File: config.mk
export PLATFORM = sky130hd
export DESIGN_NAME = can_frame_to_slcan_ascii_flat
export DESIGN_NICKNAME = d
export VERILOG_FILES = /design/src/hw/rtl/slcan_pkg.sv /design/src/hw/rtl/slcan_frame_if.sv /design/src/hw/rtl/slcan_char_if.sv /design/src/hw/rtl/slcan_cfg_if.sv /design/src/hw/rtl/slcan_nib_shift.sv /design/src/hw/rtl/can_frame_to_slcan_ascii.sv /design/src/flat_wrapper.sv
export SDC_FILE = /design/constraint.sdc
export NUM_CORES = 1
export LEC_CHECK = 0
export ABC_AREA = 1
export BUFFER_PORTS_ARGS = -buffer_cell sky130_fd_sc_hd__buf_2
export CORE_MARGIN = 4
export CORE_UTILIZATION = 25
export CTS_CLUSTER_SIZE = 10
export DETAILED_ROUTE_END_ITERATION = 10
export GPL_TIMING_DRIVEN = 0
export PLACE_DENSITY_LB_ADDON = 0.05
export SLEW_MARGIN = 20
export SYNTH_ARGS = -nofsm -noshare
export SYNTH_HDL_FRONTEND = slang
export SYNTH_HIERARCHICAL = 1
export SYNTH_SLANG_ARGS = --single-unit
File: constraint.sdc
create_clock -name clk -period 2.9 [get_ports clk]
set_input_delay 0 -clock clk [delete_from_list [all_inputs] [get_ports clk]]
set_output_delay 0 -clock clk [all_outputs]
set_load 0.02 [all_outputs]
File: src/hw/rtl/slcan_pkg.sv
`timescale 1ns / 1ps

package slcan_pkg;

	localparam int unsigned IdBits    = 32;
	localparam int unsigned DataBits  = 64;
	localparam int unsigned StampBits = 16;

	localparam logic [6:0] ChZero  = 7'h30;
	localparam logic [6:0] ChUpA   = 7'h41;
	localparam logic [6:0] ChCr    = 7'h0D;
	localparam logic [6:0] ChStdD  = 7'h74;
	localparam logic [6:0] ChStdR  = 7'h72;
	localparam logic [6:0] ChExtD  = 7'h54;
	localparam logic [6:0] ChExtR  = 7'h52;

	localparam logic [3:0] MaxBytes = 4'd8;

	function automatic logic [6:0] hex_char(input logic [3:0] nib);
		logic [6:0] c;
		if (nib < 4'd10) begin
			c = ChZero + {3'b000, nib};
		end else begin
			c = ChUpA + {3'b000, nib} - 7'd10;
		end
		return c;
	endfunction

endpackage

File: src/hw/rtl/slcan_frame_if.sv
`timescale 1ns / 1ps

interface slcan_frame_if;
	logic        valid;
	logic        ready;
	logic        is_extended;
	logic        is_remote;
	logic [28:0] frame_id;
	logic [3:0]  data_length;
	logic [63:0] data_bytes;
	logic [15:0] timestamp_ms;

	modport source (output valid, is_extended, is_remote, frame_id, data_length,
		data_bytes, timestamp_ms, input ready);
	modport sink (input valid, is_extended, is_remote, frame_id, data_length,
		data_bytes, timestamp_ms, output ready);
endinterface

File: src/hw/rtl/slcan_char_if.sv
`timescale 1ns / 1ps

interface slcan_char_if;
	logic       valid;
	logic       ready;
	logic [6:0] ascii_char;
	logic [4:0] line_length;
	logic       last_char;

	modport source (output valid, ascii_char, line_length, last_char, input ready);
	modport sink (input valid, ascii_char, line_length, last_char, output ready);
endinterface

File: src/hw/rtl/slcan_cfg_if.sv
`timescale 1ns / 1ps

interface slcan_cfg_if;
	logic valid;
	logic ready;
	logic timestamp_enable;

	modport source (output valid, timestamp_enable, input ready);
	modport sink (input valid, timestamp_enable, output ready);
endinterface

File: src/hw/rtl/slcan_nib_shift.sv
`timescale 1ns / 1ps

module slcan_nib_shift #(
	parameter int unsigned W = slcan_pkg::IdBits
) (
	input  logic         clk,
	input  logic         load,
	input  logic [W-1:0] load_value,
	input  logic         shift,
	output logic [3:0]   nib
);

	logic [W-1:0] val_q;

	always_ff @(posedge clk) begin
		if (load) begin
			val_q <= load_value;
		end else if (shift) begin
			val_q <= {val_q[W-5:0], 4'b0000};
		end
	end

	assign nib = val_q[W-1 -: 4];

endmodule

File: src/hw/rtl/can_frame_to_slcan_ascii.sv
`timescale 1ns / 1ps
// An accepted frame enters ST_TYPE, whose character is registered once the output register is free.
// Throughput: one character per cycle while line.ready holds, for lines of 6 to 31 characters;
// one hex digit per cycle leaves the nibble shift registers while the output does not stall.
// A new frame is accepted while the closing carriage return waits on the output.
// Reset clears the sequencer, timestamp_enable and output registers but line_length; shift regs are not reset.

module can_frame_to_slcan_ascii (
	input  logic clk,
	input  logic arst_n,
	slcan_cfg_if.sink     cfg,
	slcan_frame_if.sink   frame,
	slcan_char_if.source  line
);

	typedef enum logic [2:0] {
		ST_IDLE,
		ST_TYPE,
		ST_ID,
		ST_LEN,
		ST_DATA,
		ST_TS,
		ST_CR
	} state_t;

	state_t     state_q;
	logic       ts_en_q;
	logic       ext_q;
	logic       rtr_q;
	logic       ts_q;
	logic [3:0] dlc_q;
	logic [3:0] cnt_q;
	logic [4:0] len_q;
	logic       valid_q;
	logic [6:0] char_q;
	logic       last_q;

	logic                            accept;
	logic                            adv;
	logic [3:0]                      id_nib;
	logic [3:0]                      data_nib;
	logic [3:0]                      ts_nib;
	logic [slcan_pkg::IdBits-1:0]    id_load;
	logic [slcan_pkg::DataBits-1:0]  data_load;
	logic [3:0]                      nbytes;
	logic [4:0]                      len_calc;
	logic [4:0]                      data_digits;

	assign cfg.ready   = 1'b1;
	assign frame.ready = (state_q == ST_IDLE);
	assign accept      = frame.valid && frame.ready;
	assign adv         = (state_q != ST_IDLE) && (!valid_q || line.ready);

	always_comb begin
		id_load = frame.is_extended ? {3'b000, frame.frame_id}
			: {frame.frame_id[11:0], 20'b0};
		for (int k = 0; k < 8; k++) begin
			data_load[63 - 8*k -: 8] = frame.data_bytes[8*k +: 8];
		end
		nbytes   = (frame.data_length > slcan_pkg::MaxBytes) ? slcan_pkg::MaxBytes
			: frame.data_length;
		len_calc = 5'd3 + (frame.is_extended ? 5'd8 : 5'd3)
			+ (frame.is_remote ? 5'd0 : {nbytes, 1'b0})
			+ (ts_en_q ? 5'd4 : 5'd0);
	end

	assign data_digits = {((dlc_q > slcan_pkg::MaxBytes) ? slcan_pkg::MaxBytes
		: dlc_q), 1'b0};

	slcan_nib_shift #(.W(slcan_pkg::IdBits)) u_id (
		.clk        (clk),
		.load       (accept),
		.load_value (id_load),
		.shift      (adv && state_q == ST_ID),
		.nib        (id_nib)
	);

	slcan_nib_shift #(.W(slcan_pkg::DataBits)) u_data (
		.clk        (clk),
		.load       (accept),
		.load_value (data_load),
		.shift      (adv && state_q == ST_DATA),
		.nib        (data_nib)
	);

	slcan_nib_shift #(.W(slcan_pkg::StampBits)) u_ts (
		.clk        (clk),
		.load       (accept),
		.load_value (frame.timestamp_ms),
		.shift      (adv && state_q == ST_TS),
		.nib        (ts_nib)
	);

	always_ff @(posedge clk or negedge arst_n) begin
		if (!arst_n) begin
			ts_en_q <= 1'b0;
		end else if (cfg.valid) begin
			ts_en_q <= cfg.timestamp_enable;
		end
	end

	always_ff @(posedge clk or negedge arst_n) begin
		if (!arst_n) begin
			state_q <= ST_IDLE;
			valid_q <= 1'b0;
			cnt_q   <= '0;
			ext_q   <= 1'b0;
			rtr_q   <= 1'b0;
			dlc_q   <= '0;
			ts_q    <= 1'b0;
			len_q   <= '0;
			char_q  <= '0;
			last_q  <= 1'b0;
		end else begin
			if (line.ready && !adv) begin
				valid_q <= 1'b0;
			end
			if (accept) begin
				ext_q   <= frame.is_extended;
				rtr_q   <= frame.is_remote;
				dlc_q   <= frame.data_length;
				ts_q    <= ts_en_q;
				len_q   <= len_calc;
				state_q <= ST_TYPE;
			end
			if (adv) begin
				valid_q <= 1'b1;
				last_q  <= (state_q == ST_CR);
				unique case (state_q)
					ST_TYPE: begin
						char_q  <= ext_q ? (rtr_q ? slcan_pkg::ChExtR : slcan_pkg::ChExtD)
							: (rtr_q ? slcan_pkg::ChStdR : slcan_pkg::ChStdD);
						cnt_q   <= ext_q ? 4'd7 : 4'd2;
						state_q <= ST_ID;
					end
					ST_ID: begin
						char_q <= slcan_pkg::hex_char(id_nib);
						cnt_q  <= cnt_q - 4'd1;
						if (cnt_q == 4'd0) begin
							state_q <= ST_LEN;
						end
					end
					ST_LEN: begin
						char_q <= rtr_q ? slcan_pkg::ChZero : slcan_pkg::hex_char(dlc_q);
						priority if (!rtr_q && data_digits != 5'd0) begin
							cnt_q   <= 4'(data_digits - 5'd1);
							state_q <= ST_DATA;
						end else if (ts_q) begin
							cnt_q   <= 4'd3;
							state_q <= ST_TS;
						end else begin
							state_q <= ST_CR;
						end
					end
					ST_DATA: begin
						char_q <= slcan_pkg::hex_char(data_nib);
						if (cnt_q == 4'd0) begin
							if (ts_q) begin
								cnt_q   <= 4'd3;
								state_q <= ST_TS;
							end else begin
								state_q <= ST_CR;
							end
						end else begin
							cnt_q <= cnt_q - 4'd1;
						end
					end
					ST_TS: begin
						char_q <= slcan_pkg::hex_char(ts_nib);
						cnt_q  <= cnt_q - 4'd1;
						if (cnt_q == 4'd0) begin
							state_q <= ST_CR;
						end
					end
					ST_CR: begin
						char_q  <= slcan_pkg::ChCr;
						state_q <= ST_IDLE;
					end
					default: begin
						state_q <= ST_IDLE;
					end
				endcase
			end
		end
	end

	always_ff @(posedge clk) begin
		if (adv && state_q == ST_TYPE) begin
			line.line_length <= len_q;
		end
	end

	assign line.valid      = valid_q;
	assign line.ascii_char = char_q;
	assign line.last_char  = last_q;

endmodule

File: src/flat_wrapper.sv
// flat-port wrapper written by rule: the top's interface ports become plain ports
module can_frame_to_slcan_ascii_flat 
  (clk, arst_n, cfg_valid, cfg_timestamp_enable, cfg_ready, frame_valid, frame_is_extended, frame_is_remote, frame_frame_id, frame_data_length, frame_data_bytes, frame_timestamp_ms, frame_ready, line_valid, line_ascii_char, line_line_length, line_last_char, line_ready);
  slcan_cfg_if cfg_i ();
  slcan_frame_if frame_i ();
  slcan_char_if line_i ();
  input  logic clk;
  input  logic arst_n;
  input wire logic [$bits(cfg_i.valid)-1:0] cfg_valid;
  input wire logic [$bits(cfg_i.timestamp_enable)-1:0] cfg_timestamp_enable;
  output wire logic [$bits(cfg_i.ready)-1:0] cfg_ready;
  input wire logic [$bits(frame_i.valid)-1:0] frame_valid;
  input wire logic [$bits(frame_i.is_extended)-1:0] frame_is_extended;
  input wire logic [$bits(frame_i.is_remote)-1:0] frame_is_remote;
  input wire logic [$bits(frame_i.frame_id)-1:0] frame_frame_id;
  input wire logic [$bits(frame_i.data_length)-1:0] frame_data_length;
  input wire logic [$bits(frame_i.data_bytes)-1:0] frame_data_bytes;
  input wire logic [$bits(frame_i.timestamp_ms)-1:0] frame_timestamp_ms;
  output wire logic [$bits(frame_i.ready)-1:0] frame_ready;
  output wire logic [$bits(line_i.valid)-1:0] line_valid;
  output wire logic [$bits(line_i.ascii_char)-1:0] line_ascii_char;
  output wire logic [$bits(line_i.line_length)-1:0] line_line_length;
  output wire logic [$bits(line_i.last_char)-1:0] line_last_char;
  input wire logic [$bits(line_i.ready)-1:0] line_ready;
  assign cfg_i.valid = cfg_valid;
  assign cfg_i.timestamp_enable = cfg_timestamp_enable;
  assign cfg_ready = cfg_i.ready;
  assign frame_i.valid = frame_valid;
  assign frame_i.is_extended = frame_is_extended;
  assign frame_i.is_remote = frame_is_remote;
  assign frame_i.frame_id = frame_frame_id;
  assign frame_i.data_length = frame_data_length;
  assign frame_i.data_bytes = frame_data_bytes;
  assign frame_i.timestamp_ms = frame_timestamp_ms;
  assign frame_ready = frame_i.ready;
  assign line_valid = line_i.valid;
  assign line_ascii_char = line_i.ascii_char;
  assign line_line_length = line_i.line_length;
  assign line_last_char = line_i.last_char;
  assign line_i.ready = line_ready;
  can_frame_to_slcan_ascii u_core (.clk(clk), .arst_n(arst_n), .cfg(cfg_i), .frame(frame_i), .line(line_i));
endmodule
==> flow_summary.json <==
{
  "fin_cells": 1602,
  "switching_share_pct": 38.1,
  "post_cts_buffers": 0,
  "num-fill-cells": 3188,
  "clockRootBuffer": "clkbuf_16",
  "end_kind": "flop",
  "hold_viol_final": 0,
  "io_buffers": 135,
  "min_path_type": "input port to flop",
  "syn_nets": 1062,
  "regArea_sq_um": 4210,
  "fp.dieH_microns": 183,
  "synthDistinctLibCells": 33,
  "synthCells": 925,
  "critPathKind": "flop to flop",
  "hold_path_startpoint": "frame_valid",
  "p_int_mw": 6.00,
  "hold_path_depth": 5,
  "clk_latency_ns": 0.42,
  "drv_cap": 0,
  "slew_headroom_pct": 45.2,
  "finish.utilization_pct": 35.5,
  "fmax_mhz": 378,
  "setup_ws_ns": 0.252,
  "antenna_left": 0,
  "rows": 63,
  "synth-seq-area-share_pct": 54.9,
  "synth_edf_count": 117,
  "antenna_cells": 0,
  "dpl.cell_count": 1451,
  "cp_data_required_time_ns": 2.94,
  "start_util_pct": 25.6,
  "finalClockSkew_ns": 0.0141,
  "whs_endpoint": "u_core/ts_q$_DFFE_PN0P_",
  "ys_seq_elements": 145,
  "multi_input_area_sq_um": 2760,
  "die_w_microns": 183,
  "synthToLayoutAreaGrowth_pct": 38.5,
  "finalCritPeriodShare_pct": 91.3,
  "p_sw_mw": 3.70,
  "critPathLaunchType": "flop",
  "syn_area_per_cell_sq_um": 8.29,
  "grt_pass1_wl_mm": 34.4,
  "grt_start_max_net_pins": 46,
  "synth.cell_area_sq_um": 7670,
  "cts_tree": "yes",
  "nets": 1336,
  "via_per_inst": 4.06,
  "arrival_ns": 2.69,
  "drv_slew": 0,
  "irDropWorstVdd_mv": 0.439,
  "place.gp.congestion": 0.763,
  "timing.final.crit_period_ns": 2.65,
  "r2r_start": "u_core/state_q[2]$_DFF_PN0_",
  "yosysWarnings": 6,
  "cts.repair.resized": 0,
  "drt-wirelength-per-cell_microns": 13.2,
  "powerDensity_nw_per_um2": 913,
  "clk_path_buf_depth": 2,
  "synth_top_flop_cell": "edfxtp_1",
  "rrSetupSlack_ns": 0.25,
  "async_flop_share_pct": 19.3,
  "r2r_cells": 9,
  "gr-usage-met3_pct": 2.32,
  "num_vias": 6504,
  "setup-tns-final_ns": 0,
  "grt.met1_usage_pct": 17.5,
  "detailed_place_hpwl_mm": 14.9,
  "die_area_sq_um": 33500,
  "tightestPinTransition_ns": 0.822,
  "io_pins": 137,
  "groute.layer.met2.usage_pct": 21.2,
  "track_usage_pct": 12.9,
  "h-tree-depth": 4,
  "grt_pass1_vias": 6611,
  "first_pass_iters": 4,
  "status": "finished clean",
  "drc_errors": 0,
  "reg2reg_to": "u_core/u_id/val_q[31]$_DFFE_PP_",
  "combPwrFrac_pct": 38.3,
  "cts.clk_slew.worst_paths_ns": 0.07,
  "setup_violations": 0,
  "hold_slack_ns": 0.0306,
  "crit_fanout": 32,
  "place_ws_ns": 0.142,
  "power.leakage_nw": 5.24,
  "grt.busiest_layer": "met2",
  "clock-sinks": 145,
  "overflow": 0,
  "drt-total-wl_mm": 21.1,
  "cts_inserted_buffers": 17,
  "core_region_area_sq_um": 30000,
  "layout-drive-gt1-share_pct": 19.0,
  "clkPwrFrac_pct": 22.8,
  "drt_iter0_markers": 250,
  "rsz0062_at_grt": "no",
  "p_seq_share_pct": 38.9,
  "antenna_found_initial": 0
}
==> logic make-up after synthesis <==
logic type,after synthesis,synth area share (%)
AO/OA/AOI/OAI,45,3.02
XOR/XNOR,6,0.685
adder cells (fa/ha/maj),16,2.71
buffers and inverters,138,9.14
flip-flops,145,54.9
other,1,0.0489
AND/OR/NAND/NOR,574,29.5
==> flip-flops by register name, summed over array words and instances, names as in the netlist <==
name and flops:
u_core/rtr_q 1, u_core/line.last_char 1, u_core/u_id/val_q 32, u_core/u_data/val_q 64
u_core/dlc_q 4, u_core/state_q 3, u_core/line.line_length 5, u_core/len_q 5
u_core/line.valid 1, u_core/line.ascii_char 7, u_core/cnt_q 4, u_core/ts_en_q 1
u_core/ts_q 1, u_core/u_ts/val_q 16
==> cell type report <==
cell class | count | share of cell area (%)
Buffer | 44 | 3.18
Clock buffer | 17 | 4.00
Clock inverter | 15 | 1.39
Inverter | 94 | 3.42
Multi-Input combinational cell | 643 | 26.0
Sequential cell | 145 | 39.7
Tap cell | 390 | 4.59
Timing Repair Buffer | 254 | 17.7
==> worst max-delay path by stage <==
stage | startpoint | end | slack (ns)
floorplan | u_core/state_q[2]$_DFF_PN0_ | u_core/u_data/val_q[0]$_SDFFCE_PN0P_ | 0.26
global placement | u_core/state_q[2]$_DFF_PN0_ | u_core/u_data/val_q[27]$_DFFE_PP_ | -0.59
detailed placement | u_core/state_q[2]$_DFF_PN0_ | u_core/u_data/val_q[27]$_DFFE_PP_ | 0.14
CTS | u_core/state_q[2]$_DFF_PN0_ | u_core/u_data/val_q[16]$_DFFE_PP_ | 0.10
global route | u_core/state_q[2]$_DFF_PN0_ | u_core/u_id/val_q[20]$_DFFE_PP_ | 0.03
finish | u_core/state_q[2]$_DFF_PN0_ | u_core/u_id/val_q[31]$_DFFE_PP_ | 0.25
==> timing repair <==
item                                    CTS  global route
hold endpoints to repair                142             0
endpoints found under the setup margin    0            45
hold buffers                            118             0
==> power by group through the flow <==
stage | clock network (mW) | registers, mW | logic [mW]
2_1_floorplan | 0 | 3.83 | 2.51
6_report | 2.21 | 3.77 | 3.71
4_1_cts | 2.30 | 3.79 | 3.80
5_1_grt | 2.38 | 3.86 | 4.32
3_3_place_gp | 0 | 3.84 | 3.63
3_5_place_dp | 0 | 3.82 | 3.67
==> stage by stage <==
| stage | power (mW) | cell area (sq um) |
|---|---|---|
| finish | 9.70 | 10600 |
| global route | 10.6 | 10600 |
| CTS | 9.89 | 10600 |
| detailed placement | 7.49 | 8860 |
| global placement | 7.47 | 8830 |
| floorplan | 6.34 | 7670 |
==> per-layer routing <==
| layer | vias to the layer above | routed length, microns |
|---|---|---|
| li1 | 3433 | - |
| met1 | 2948 | 10200 |
| met2 | 102 | 9920 |
| met3 | 21 | 644 |
| met4 | 0 | 312 |
| met5 | - | 0 |
==> cells in the mapped netlist (2+ instances only) <==
cell / n / area [sq um]
inv_1: 87 / 327
a21oi_1: 12 / 60.1
inv_2: 5 / 18.8
buf_4: 16 / 120
nand2_2: 8 / 50.1
xor2_1: 2 / 17.5
dfrtp_1: 28 / 701
o21ai_0: 29 / 145
o21ai_1: 2 / 10.0
ha_1: 15 / 188
clkbuf_1: 6 / 22.5
xnor2_1: 4 / 35.0
edfxtp_1: 117 / 3510
nor2_1: 42 / 158
nor2_2: 3 / 18.8
nand3_1: 41 / 205
buf_6: 12 / 135
nand2_1: 471 / 1770
or2_2: 3 / 18.8
buf_2: 9 / 45.0
==> worst max-delay path, cell delays in order, from the launching register on <==
cell and delay [ns]:
dfrtp_1 0.39, buf_2 0.18, nor2_2 0.17, nand2_2 0.11
inv_2 0.10, nand2_2 0.06, buf_6 0.14, inv_2 0.23
buf_6 0.19, or2_2 0.66
==> layout by cell type (no fill, tap or decap), types with 15 or more instances in the layout <==
cell / count
nand3_1: 41
edfxtp_1: 117
ha_1: 15
nand2_1: 471
inv_1: 87
nor2_1: 42
buf_2: 144
dlygate4sd3_1: 118
clkbuf_16: 17
dfrtp_1: 28
buf_4: 16
o21ai_0: 29
Power figures use the tool's default switching activity.
